[config.mk]
export PLATFORM = sky130hd
export DESIGN_NAME = gps_time_track_message_parser_core
export DESIGN_NICKNAME = d
export VERILOG_FILES = /design/src/hdl/gpstt_pkg.sv /design/src/hdl/gpstt_parser.sv /design/src/hdl/gps_time_track_message_parser_core.sv
export SDC_FILE = /design/constraint.sdc
export NUM_CORES = 1
export LEC_CHECK = 0
export ABC_AREA = 1
export BUFFER_PORTS_ARGS = -buffer_cell sky130_fd_sc_hd__buf_2
export CORE_ASPECT_RATIO = 1.75
export CORE_MARGIN = 5
export CORE_UTILIZATION = 50
export DETAILED_ROUTE_END_ITERATION = 10
export PLACE_DENSITY = 0.82
export SYNTH_ARGS = -nofsm -noshare
export SYNTH_HDL_FRONTEND = slang
export SYNTH_HIERARCHICAL = 1
export SYNTH_SLANG_ARGS = --single-unit
[constraint.sdc]
create_clock -name clk -period 2.4 [get_ports clk]
set_input_delay 0.24 -clock clk [delete_from_list [all_inputs] [get_ports clk]]
set_output_delay 0.24 -clock clk [all_outputs]
set_load 0.1 [all_outputs]
[src/hdl/gpstt_pkg.sv]
// Shared types, character codes and decode function for the GPS time and tracking parser.
package gpstt_pkg;

	localparam logic [7:0] CH_AT      = 8'h40;
	localparam logic [7:0] CH_E       = 8'h45;
	localparam logic [7:0] CH_Q       = 8'h71;
	localparam logic [7:0] CH_H       = 8'h48;
	localparam logic [7:0] CH_B       = 8'h62;
	localparam logic [7:0] CH_COMMA   = 8'h2C;
	localparam logic [7:0] ASCII_ZERO = 8'd48;
	localparam logic [7:0] LOCK_RESET = 8'd16;

	localparam int TIME_LEN = 12;
	localparam int IDX_W    = $clog2(TIME_LEN);

	localparam logic [5:0] TIME_END = 6'd12;
	localparam logic [5:0] VIS_POS  = 6'd36;
	localparam logic [5:0] TRK_POS  = 6'd37;

	typedef enum logic [2:0] {
		PH_HDR1,
		PH_HDR2,
		PH_TYPE,
		PH_EQ,
		PH_HB,
		PH_TIME,
		PH_TRACK
	} parse_phase_t;

	typedef struct packed {
		logic [7:0] year;
		logic [7:0] month;
		logic [7:0] day;
		logic [7:0] hour;
		logic [7:0] minute;
		logic [7:0] second;
		logic       tracking_lock;
		logic [7:0] visible_sats;
		logic [7:0] tracked_sats;
	} gpstt_result_t;

	// Two ASCII characters to (hi-48)*10+(lo-48), kept to eight bits.
	function automatic logic [7:0] pair_value(input logic [7:0] hi, input logic [7:0] lo);
		logic [7:0]  dh;
		logic [7:0]  dl;
		logic [10:0] prod;
		dh   = hi - ASCII_ZERO;
		dl   = lo - ASCII_ZERO;
		prod = 11'({dh, 3'b000}) + 11'({dh, 1'b0});
		return prod[7:0] + dl;
	endfunction

endpackage

[src/hdl/gpstt_parser.sv]
// Message parser state machine, time character store, lock counter and report decode.
module gpstt_parser
	import gpstt_pkg::*;
(
	input  logic          clk,
	input  logic          arst_n,
	input  logic          step,
	input  logic [7:0]    rx_byte,
	input  logic [7:0]    lock_threshold,
	output logic          res_fire,
	output gpstt_result_t result
);

	parse_phase_t phase_q, phase_d;
	logic [5:0]   count_q, count_d;
	logic [7:0]   visible_q, visible_d;
	logic [7:0]   tracked_q, tracked_d;
	logic [7:0]   good_q, good_d;
	logic         lock_q, lock_d;
	logic [7:0]   chars_q [TIME_LEN];
	logic         char_we;
	logic [5:0]   track_cnt;
	logic [7:0]   good_inc;

	always_ff @(posedge clk or negedge arst_n) begin
		if (!arst_n) begin
			phase_q   <= PH_HDR1;
			count_q   <= '0;
			visible_q <= '0;
			tracked_q <= '0;
			good_q    <= '0;
			lock_q    <= 1'b0;
		end else if (step) begin
			phase_q   <= phase_d;
			count_q   <= count_d;
			visible_q <= visible_d;
			tracked_q <= tracked_d;
			good_q    <= good_d;
			lock_q    <= lock_d;
		end
	end

	always_ff @(posedge clk) begin
		if (step && char_we) begin
			chars_q[count_q[IDX_W-1:0]] <= rx_byte;
		end
	end

	assign track_cnt = count_q + 6'd1;
	assign good_inc  = good_q + 8'd1;

	always_comb begin
		phase_d   = phase_q;
		count_d   = count_q;
		visible_d = visible_q;
		tracked_d = tracked_q;
		good_d    = good_q;
		lock_d    = lock_q;
		char_we   = 1'b0;
		res_fire  = 1'b0;
		unique case (phase_q)
			PH_HDR1: begin
				if (rx_byte == CH_AT) phase_d = PH_HDR2;
			end
			PH_HDR2: begin
				if (rx_byte == CH_AT) begin
					phase_d = PH_TYPE;
					count_d = '0;
				end else begin
					phase_d = PH_HDR1;
				end
			end
			PH_TYPE: begin
				priority if (rx_byte == CH_E) phase_d = PH_EQ;
				else if (rx_byte == CH_H) phase_d = PH_HB;
				else phase_d = PH_HDR1;
			end
			PH_EQ: begin
				phase_d = (rx_byte == CH_Q) ? PH_TIME : PH_HDR1;
			end
			PH_HB: begin
				phase_d = (rx_byte == CH_B) ? PH_TRACK : PH_HDR1;
			end
			PH_TIME: begin
				if (count_q < TIME_END) begin
					if (rx_byte != CH_COMMA) begin
						char_we = 1'b1;
						count_d = count_q + 6'd1;
					end
				end else begin
					phase_d  = PH_HDR1;
					res_fire = 1'b1;
					if (visible_q != '0 && tracked_q != '0) begin
						good_d = good_inc;
						if (good_inc == lock_threshold) lock_d = 1'b1;
					end else begin
						good_d = '0;
						lock_d = 1'b0;
					end
				end
			end
			PH_TRACK: begin
				count_d = track_cnt;
				if (track_cnt == VIS_POS) visible_d = rx_byte;
				if (track_cnt == TRK_POS) begin
					tracked_d = rx_byte;
					phase_d   = PH_HDR1;
				end
			end
			default: begin
				phase_d = PH_HDR1;
			end
		endcase
	end

	always_comb begin
		result.year          = pair_value(chars_q[4], chars_q[5]);
		result.month         = pair_value(chars_q[0], chars_q[1]);
		result.day           = pair_value(chars_q[2], chars_q[3]);
		result.hour          = pair_value(chars_q[6], chars_q[7]);
		result.minute        = pair_value(chars_q[8], chars_q[9]);
		result.second        = pair_value(chars_q[10], chars_q[11]);
		result.tracking_lock = lock_d;
		result.visible_sats  = visible_q;
		result.tracked_sats  = tracked_q;
	end

	a_time_count_bound: assert property (@(posedge clk) disable iff (!arst_n)
		phase_q == PH_TIME |-> count_q <= TIME_END)
		else $error("time character count ran past twelve");

	a_report_ends_msg: assert property (@(posedge clk) disable iff (!arst_n)
		step && res_fire |=> phase_q == PH_HDR1 && count_q == TIME_END)
		else $error("parser did not return to hunting after a time report");

	a_lock_only_on_report: assert property (@(posedge clk) disable iff (!arst_n)
		$rose(lock_q) |-> $past(step && res_fire))
		else $error("tracking lock set outside a time report");

	a_track_count_bound: assert property (@(posedge clk) disable iff (!arst_n)
		phase_q == PH_TRACK |-> count_q < TRK_POS)
		else $error("tracking byte count ran past the tracked position");

endmodule

[src/hdl/gps_time_track_message_parser_core.sv]
// Top level of the GPS time and tracking message parser with input and result registers.
//
//   Channel   Handshake               Payload
//   input     in_valid / in_stall     rx_byte
//   result    out_valid / out_stall   year month day hour minute second tracking_lock
//                                     visible_sats tracked_sats
//   config    cfg_wr_en               cfg_wr_data (lock threshold)
//
// One byte is taken each cycle while in_stall is low; the byte that ends a time report goes to the
// byte register, which feeds the parser; the parser state and result register update when it steps.
// Reset clears the parser state and the lock counter and sets the threshold to 16, at once.
// A stalled result holds only a byte that ends another time report; other bytes still flow.
module gps_time_track_message_parser_core
	import gpstt_pkg::*;
(
	input  logic       clk,
	input  logic       arst_n,
	input  logic       in_valid,
	output logic       in_stall,
	input  logic [7:0] rx_byte,
	output logic       out_valid,
	input  logic       out_stall,
	output logic [7:0] year,
	output logic [7:0] month,
	output logic [7:0] day,
	output logic [7:0] hour,
	output logic [7:0] minute,
	output logic [7:0] second,
	output logic       tracking_lock,
	output logic [7:0] visible_sats,
	output logic [7:0] tracked_sats,
	input  logic       cfg_wr_en,
	input  logic [7:0] cfg_wr_data
);

	logic          valid_s1;
	logic [7:0]    rx_byte_s1;
	logic          out_valid_q;
	gpstt_result_t result_q;
	gpstt_result_t result;
	logic [7:0]    threshold_q;
	logic          res_fire;
	logic          out_free;
	logic          step;
	logic          in_take;

	assign out_free = !out_valid_q || !out_stall;
	assign step     = valid_s1 && (!res_fire || out_free);
	assign in_stall = valid_s1 && !step;
	assign in_take  = in_valid && !in_stall;

	always_ff @(posedge clk or negedge arst_n) begin
		if (!arst_n) begin
			threshold_q <= LOCK_RESET;
		end else if (cfg_wr_en) begin
			threshold_q <= cfg_wr_data;
		end
	end

	always_ff @(posedge clk or negedge arst_n) begin
		if (!arst_n) begin
			valid_s1 <= 1'b0;
		end else if (in_take) begin
			valid_s1 <= 1'b1;
		end else if (step) begin
			valid_s1 <= 1'b0;
		end
	end

	always_ff @(posedge clk) begin
		if (in_take) begin
			rx_byte_s1 <= rx_byte;
		end
	end

	gpstt_parser u_parser (
		.clk            (clk),
		.arst_n         (arst_n),
		.step           (step),
		.rx_byte        (rx_byte_s1),
		.lock_threshold (threshold_q),
		.res_fire       (res_fire),
		.result         (result)
	);

	always_ff @(posedge clk or negedge arst_n) begin
		if (!arst_n) begin
			out_valid_q <= 1'b0;
		end else if (step && res_fire) begin
			out_valid_q <= 1'b1;
		end else if (!out_stall) begin
			out_valid_q <= 1'b0;
		end
	end

	always_ff @(posedge clk) begin
		if (step && res_fire) begin
			result_q <= result;
		end
	end

	assign out_valid     = out_valid_q;
	assign year          = result_q.year;
	assign month         = result_q.month;
	assign day           = result_q.day;
	assign hour          = result_q.hour;
	assign minute        = result_q.minute;
	assign second        = result_q.second;
	assign tracking_lock = result_q.tracking_lock;
	assign visible_sats  = result_q.visible_sats;
	assign tracked_sats  = result_q.tracked_sats;

	a_result_from_byte: assert property (@(posedge clk) disable iff (!arst_n)
		$rose(out_valid_q) |-> $past(valid_s1 && res_fire))
		else $error("result beat raised without a report-ending byte");

	a_no_overwrite: assert property (@(posedge clk) disable iff (!arst_n)
		out_valid_q && out_stall |-> !(step && res_fire))
		else $error("pending result overwritten");

	a_byte_held: assert property (@(posedge clk) disable iff (!arst_n)
		valid_s1 && !step |=> valid_s1 && $stable(rx_byte_s1))
		else $error("held byte lost before the parser took it");

endmodule
==> impl_metrics.py, run 1 <==
metrics = {
    "min_path": {
        "worstHoldPathType": "in2reg",
        "hold_depth": 3,
    },
    "global_routing": {
        "grt_pass1_wl_um": 31600,
        "grt_use_total_pct": 17.5,
        "grt_max_degree": 40,
        "grt_pass1_vias": 6735,
        "grt-ovfl-total": 0,
        "antenna_found_initial": 0,
    },
    "worst_setup_path": {
        "startpoint_type": "register",
        "critical_path.top_delay_family": "adder cells",
        "critPathKind": "reg2reg",
        "cp-end-kind": "register",
        "worst_ep_arrival_time_ps": 2810,
        "crit_slowest_cell": "fa_1",
        "cp.buffers_inverters": 2,
        "max_stage_delay_ps": 550,
        "r2r_setup_slack_ps": -180,
        "cp_cell_sequence": "inv_2, fa_1, inv_2, ha_4, ha_4, fa_2, nand2_1, nand2_1, a21oi_2, xor2_1, xor2_1",
        "critPathMaxFanout": 2,
        "rr_worst_depth": 11,
        "worstSetupPathDepth": 11,
        "cp.required_ps": 2630,
    },
    "power": {
        "p_switching_mw": 1.48,
        "seqPwrFrac_pct": 54.5,
        "p_per_area_nw_per_um2": 583,
        "power.total_mw": 7.24,
        "pwr-share-comb_pct": 3.1,
        "swShare_pct": 20.4,
        "clock_power_share_pct": 42.4,
        "p_int_mw": 5.77,
        "p_leak_nw": 5.41,
        "peakVddDrop_mv": 0.610,
    },
    "clock_network": {
        "cts_tree": "done",
        "ctsHtreeMaxLevel": 1,
        "cts-root-buf": "clkbuf_16",
        "ctsLongestPathBuffers": 3,
        "clock_latency_ps": 490,
        "clock_sinks": 207,
        "cts.clk_slew.worst_paths_ps": 60,
        "cts_buffers": 20,
    },
    "finish": {
        "mostFrequentLayoutCells": "edfxtp_1, nand2_1, inv_1",
        "stdcell_count": 1251,
        "regArea_um2": 6000,
        "final_nets": 1120,
        "multi_input_area_um2": 3790,
        "syn2layout_area_growth_pct": 24.3,
        "drive_gt1_share_pct": 29.6,
        "final_common_cell": "edfxtp_1",
        "fillCellCount": 1463,
        "diodes": 0,
    },
    "placed_design": {
        "dp_hpwl_um": 14200,
        "io_buffers": 87,
        "gp_congestion": 0.880,
        "placed_cells": 1189,
    },
    "timing": {
        "setup_slack_ps": -180,
        "finalSetupViolations": 8,
        "fin_crit_ps": 2580,
        "max_freq_ghz": 0.388,
        "finalCritPeriodShare_pct": 107,
        "hold_violations": 0,
        "report.final.slew_viol_count": 0,
        "rsz0062_at_grt": "true",
        "worst_pin_slew_ps": 599,
        "slew_headroom_pct": 59.9,
        "skew_ps": 16.1,
    },
    "outcome": {
        "status": "finished, violations left",
        "violations": "negative setup slack",
    },
    "detailed_routing": {
        "via_per_inst": 5.04,
        "routed_wl_um": 20000,
        "vias": 6308,
        "firstDrtPassIters": 5,
        "drtIter0Drc": 276,
        "ant_nets": 0,
        "drcViolationCount": 0,
        "routedWlPerCell_um": 16.0,
    },
    "synth": {
        "synth_cells": 810,
        "synth.avg_cell_area_um2": 12.3,
        "synth_nets": 938,
        "synth_area_um2": 9990,
        "synth_warnings": 6,
        "ys_seq_elements": 207,
        "ys_seq_area_share_pct": 60.0,
        "netlist-cell-type-count": 33,
    },
    "floorplanning": {
        "start_util_pct": 50.6,
        "die_width_um": 117,
        "die_h_um": 197,
        "core_um2": 19700,
        "io_pins": 88,
        "num_rows": 68,
        "dieArea_um2": 23000,
    },
    "run": {
        "maxCapViolations": 0,
    },
}
[timing repair]
| item | CTS | global route |
|---|---|---|
| gates resized for setup | 23 | 48 |
| endpoints found under the setup margin | 8 | 22 |
| buffers inserted | 5 | 4 |
| hold buffers | 18 | 0 |
| hold endpoints to repair | 34 | 0 |
| pin swaps | 24 | 37 |
| cloned | 0 | 0 |
[sequential cells by signal (all words and copies together), names as in the netlist, 3 cells and up]
signal	flops
u_parser/chars_q	90
day	8
hour	8
minute	8
month	8
rx_byte_s1	8
second	8
threshold_q	8
tracked_sats	8
u_parser/good_q	8
u_parser/tracked_q	8
u_parser/visible_q	8
visible_sats	8
year	8
u_parser/count_q	6
u_parser/phase_q	3
[synth_stat cells]
master,n,area share [%]
o21ai_1,2,0.10
nor3_2,1,0.10
nand3_1,42,2.1
o21bai_1,1,0.075
and3_1,1,0.063
buf_4,7,0.53
nor2_4,2,0.23
buf_2,1,0.050
nand3_4,1,0.18
edfxtp_1,163,49
nand4_1,5,0.31
dfrtp_1,43,11
nor4_1,1,0.063
inv_2,5,0.19
fa_1,30,6.0
buf_6,4,0.45
a21boi_1,1,0.075
nand2_1,122,4.6
ha_1,77,9.6
nor3_1,6,0.30
inv_1,137,5.1
o22ai_1,6,0.38
nand2_2,5,0.31
nor2_1,46,1.7
xor2_1,28,2.5
o21ai_0,25,1.3
xnor2_1,23,2.0
or2_1,1,0.063
a21oi_1,11,0.55
xor2_2,1,0.16
dfstp_2,1,0.26
o21ai_2,8,0.70
nor2_2,3,0.19
[final cells by class]
class	count	share of cell area [%]
timing repair buffer	172	9.21
clock inverter	10	0.695
clock buffer	26	4.54
inverter	142	4.32
multi-input combinational	449	30.5
sequential	207	48.3
tap	245	2.47
[final timing paths]
path	start	end
worst max-delay path	u_parser/chars_q[5][3]	year[7]
worst max register to register	u_parser/chars_q[5][3]	year[7]
worst min-delay path	out_stall	out_valid
worst min register to register	u_parser/chars_q[11][0]	second[0]
min in group asynchronous	arst_n	u_parser/good_q[6]
max in group asynchronous	arst_n	threshold_q[4]
[cells by family (layout without fill, tap and decap cells)]
kind of cell             after synthesis  after routing  synth area share (%)
flip-flops                           207            207                  60.0
adder cells (fa/ha/maj)              107            107                  15.7
AND/OR/NAND/NOR                      236            236                  10.2
AO/OA/AOI/OAI                         54             54                  3.13
buffers and inverters                154            350                  6.36
XOR/XNOR                              52             52                  4.63
[per-layer routing]
metal  global-route usage [%]  part of all wire (%)
met5                        0                     0
met4                     6.08                   3.6
met3                     2.27                   4.3
met2                     35.3                    59
met1                     17.5                    33
[through the flow]
step                      hold slack, ps  setup WS [ps]  utilization (%)  area [µm²]  setup TNS (ps)
final                               47.8           -180             63.0       12400            -855
after global routing                54.2           -284             63.0       12400           -1490
after CTS                           16.7           -167             61.8       12200            -819
after detailed placement             210           -191             56.8       11200            -925
after global placement               207          -97.9             56.8       11200            -367
after floorplan                    -55.6          -57.1                -       10100            -143
[worst min-delay path, stage by stage]
cell and delay (ps):
buf_2 90, nand2_1 70, nand2_1 90
[power by group through the flow]
stage	clock (mW)	sequential, mW	combinational [mW]
6_report	3.07	3.95	0.228
2_1_floorplan	0	4.02	0.0967
3_3_place_gp	0	4.02	0.201
5_1_grt	3.30	3.95	0.254
4_1_cts	3.14	3.95	0.228
3_5_place_dp	0	4.02	0.205
Note: power is estimated with default switching activity, not from simulation.
==> run 2: changes to the inputs <==
SETUP_SLACK_MARGIN = 0.15   (was unset)
==> run 2 against run 1 <==
  * The run still ends with negative setup slack left
  * Clock power rose by 4%
  * Hold slack lost 17 ps
  * Design area increased by 2.5%
  * Global-route usage up 1.1 points
  * Critical path type unchanged
  * Largest cell class unchanged
  * Highest routed layer unchanged
==> impl_metrics.py, run 2 (synthesized netlist as in run 1, its figures left out) <==
metrics = {
    "min_path": {
        "hold_depth": 3,
        "hp-start": "out_stall",
        "worstHoldPathType": "in2reg",
        "min_to": "out_valid",
    },
    "worst_setup_path": {
        "cp-end-kind": "register",
        "cp_common_cell": "inv_2",
        "worst_ep_arrival_time_ps": 2810,
        "startpoint_type": "register",
        "cp.buffers_inverters": 3,
        "crit_slowest_cell": "fa_1",
        "critPathMaxFanout": 2,
        "cp.required_ps": 2620,
        "r2r_setup_slack_ps": -190,
        "timing.rr.end": "month[7]",
        "max_stage_delay_ps": 520,
        "cp_cell_sequence": "inv_2, fa_1, inv_2, ha_4, ha_4, inv_2, fa_2, o21ai_2, a21oi_2, xor2_1, xor2_1",
        "r2r_start": "u_parser/chars_q[0][2]",
        "critical_path.top_delay_family": "adder cells",
        "critPathKind": "reg2reg",
        "rr_worst_depth": 11,
    },
    "outcome": {
        "status": "finished, violations left",
        "violations": "negative setup slack",
    },
    "floorplanning": {
        "dieArea_um2": 23000,
        "io_pins": 88,
        "die_h_um": 197,
        "num_rows": 68,
        "die_width_um": 117,
        "core_um2": 19700,
        "start_util_pct": 50.6,
    },
    "clock_network": {
        "cts-root-buf": "clkbuf_16",
        "cts_buffers": 19,
        "clock_latency_ps": 480,
        "ctsHtreeMaxLevel": 1,
        "cts.clk_slew.worst_paths_ps": 70,
        "clock_sinks": 207,
        "cts_tree": "done",
        "ctsLongestPathBuffers": 3,
    },
    "power": {
        "p_per_area_nw_per_um2": 580,
        "p_switching_mw": 1.48,
        "swShare_pct": 20.1,
        "power.total_mw": 7.38,
        "p_int_mw": 5.90,
        "p_leak_nw": 5.50,
        "seqPwrFrac_pct": 53.3,
        "pwr-share-comb_pct": 3.6,
        "clock_power_share_pct": 43.1,
        "peakVddDrop_mv": 0.505,
    },
    "finish": {
        "fin_util_pct": 64.5,
        "regArea_um2": 6000,
        "syn2layout_area_growth_pct": 27.4,
        "multi_input_area_um2": 3940,
        "fillCellCount": 1420,
        "diodes": 0,
        "drive_gt1_share_pct": 33.2,
        "largest_reg_flops": 90,
        "final_nets": 1132,
        "final_common_cell": "edfxtp_1",
        "mostFrequentLayoutCells": "edfxtp_1, nand2_1, inv_1",
    },
    "detailed_routing": {
        "routedWlPerCell_um": 17.0,
        "drtIter0Drc": 380,
        "firstDrtPassIters": 6,
        "ant_nets": 0,
        "drcViolationCount": 0,
        "routed_wl_um": 21400,
        "vias": 6459,
        "via_per_inst": 5.12,
    },
    "placed_design": {
        "dp_hpwl_um": 14200,
        "gp_congestion": 0.878,
        "pre_cts_ws_ps": -167,
        "io_buffers": 87,
    },
    "timing": {
        "setup_slack_ps": -189,
        "slew_headroom_pct": 63.5,
        "skew_ps": 14.6,
        "finalSetupViolations": 8,
        "report.final.slew_viol_count": 0,
        "worst_pin_slew_ps": 547,
        "hold_violations": 0,
        "rsz0062_at_grt": "true",
        "max_freq_ghz": 0.386,
        "fin_crit_ps": 2590,
        "finalCritPeriodShare_pct": 108,
    },
    "run": {
        "maxCapViolations": 0,
    },
    "global_routing": {
        "grt_pass1_vias": 6857,
        "grt_pass1_wl_um": 33300,
        "grt_use_total_pct": 18.6,
        "grt-ovfl-total": 0,
        "antenna_found_initial": 0,
        "grt_max_degree": 37,
    },
}
run 2: changes by cell type in the layout (fill, tap and decap cells not counted), moves of 5 or more:
cell	change
ha_4	+8
ha_1	-7
buf_6	+10
inv_1	-5
run 2: worst max-delay path by stage:
stage / cells after the start / end / startpoint / slack, ps
after detailed placement: 11 / year[7] / u_parser/chars_q[5][3] / -170
after floorplan: 11 / year[7] / u_parser/chars_q[4][2] / -60
final: 11 / month[7] / u_parser/chars_q[0][2] / -190
after CTS: 11 / year[7] / u_parser/chars_q[4][2] / -180
after global placement: 11 / year[7] / u_parser/chars_q[5][3] / -90
after global routing: 10 / month[7] / u_parser/chars_q[0][2] / -260
run 2: cell type report:
cell class	count	area share, %
flip-flops and latches	207	47.1
multi-input cells	450	31.0
repair buffers	184	10.1
inverters	142	4.24
clock buffers	21	3.79
well taps	245	2.41
clock inverters	12	1.40
run 2: power by group through the flow:
stage               clock network, mW  registers (mW)  logic, mW
finish                           3.18            3.94      0.262
global route                     3.39            3.94      0.292
CTS                              3.24            3.94      0.239
detailed placement                  0            4.02      0.215
global placement                    0            4.01      0.209
floorplan                           0            4.02     0.0967
run 2: per-layer routing:
metal,up-vias,share of wire (%),track usage (%)
li1,3054,-,-
met1,3132,34,19.1
met2,211,57,36.5
met3,62,5.2,2.15
met4,0,4.4,7.74
met5,-,0,0
run 2: what timing repair did:
item | in CTS | in global routing
gates cloned | 0 | 1
hold buffers | 18 | 0
pin swaps | 21 | 25
gates resized for setup | 38 | 69
hold endpoints to repair | 32 | 0
setup buffers | 7 | 11
setup endpoints to repair | 27 | 69
run 2: metrics by stage:
stage	TNS (ps)	cell area [µm²]	hold WS (ps)	cells
CTS	-733	12300	19.6	1249
floorplan	-143	10100	-55.6	810
finish	-886	12700	31.1	1261
global placement	-310	11200	184	1191
detailed placement	-738	11200	186	1191
global route	-1660	12700	43.0	1261
run 2: worst min-delay path, delay by kind of cell:
kind          cells  cell delay, ps
simple gates      2             140
buf+inv           1              90
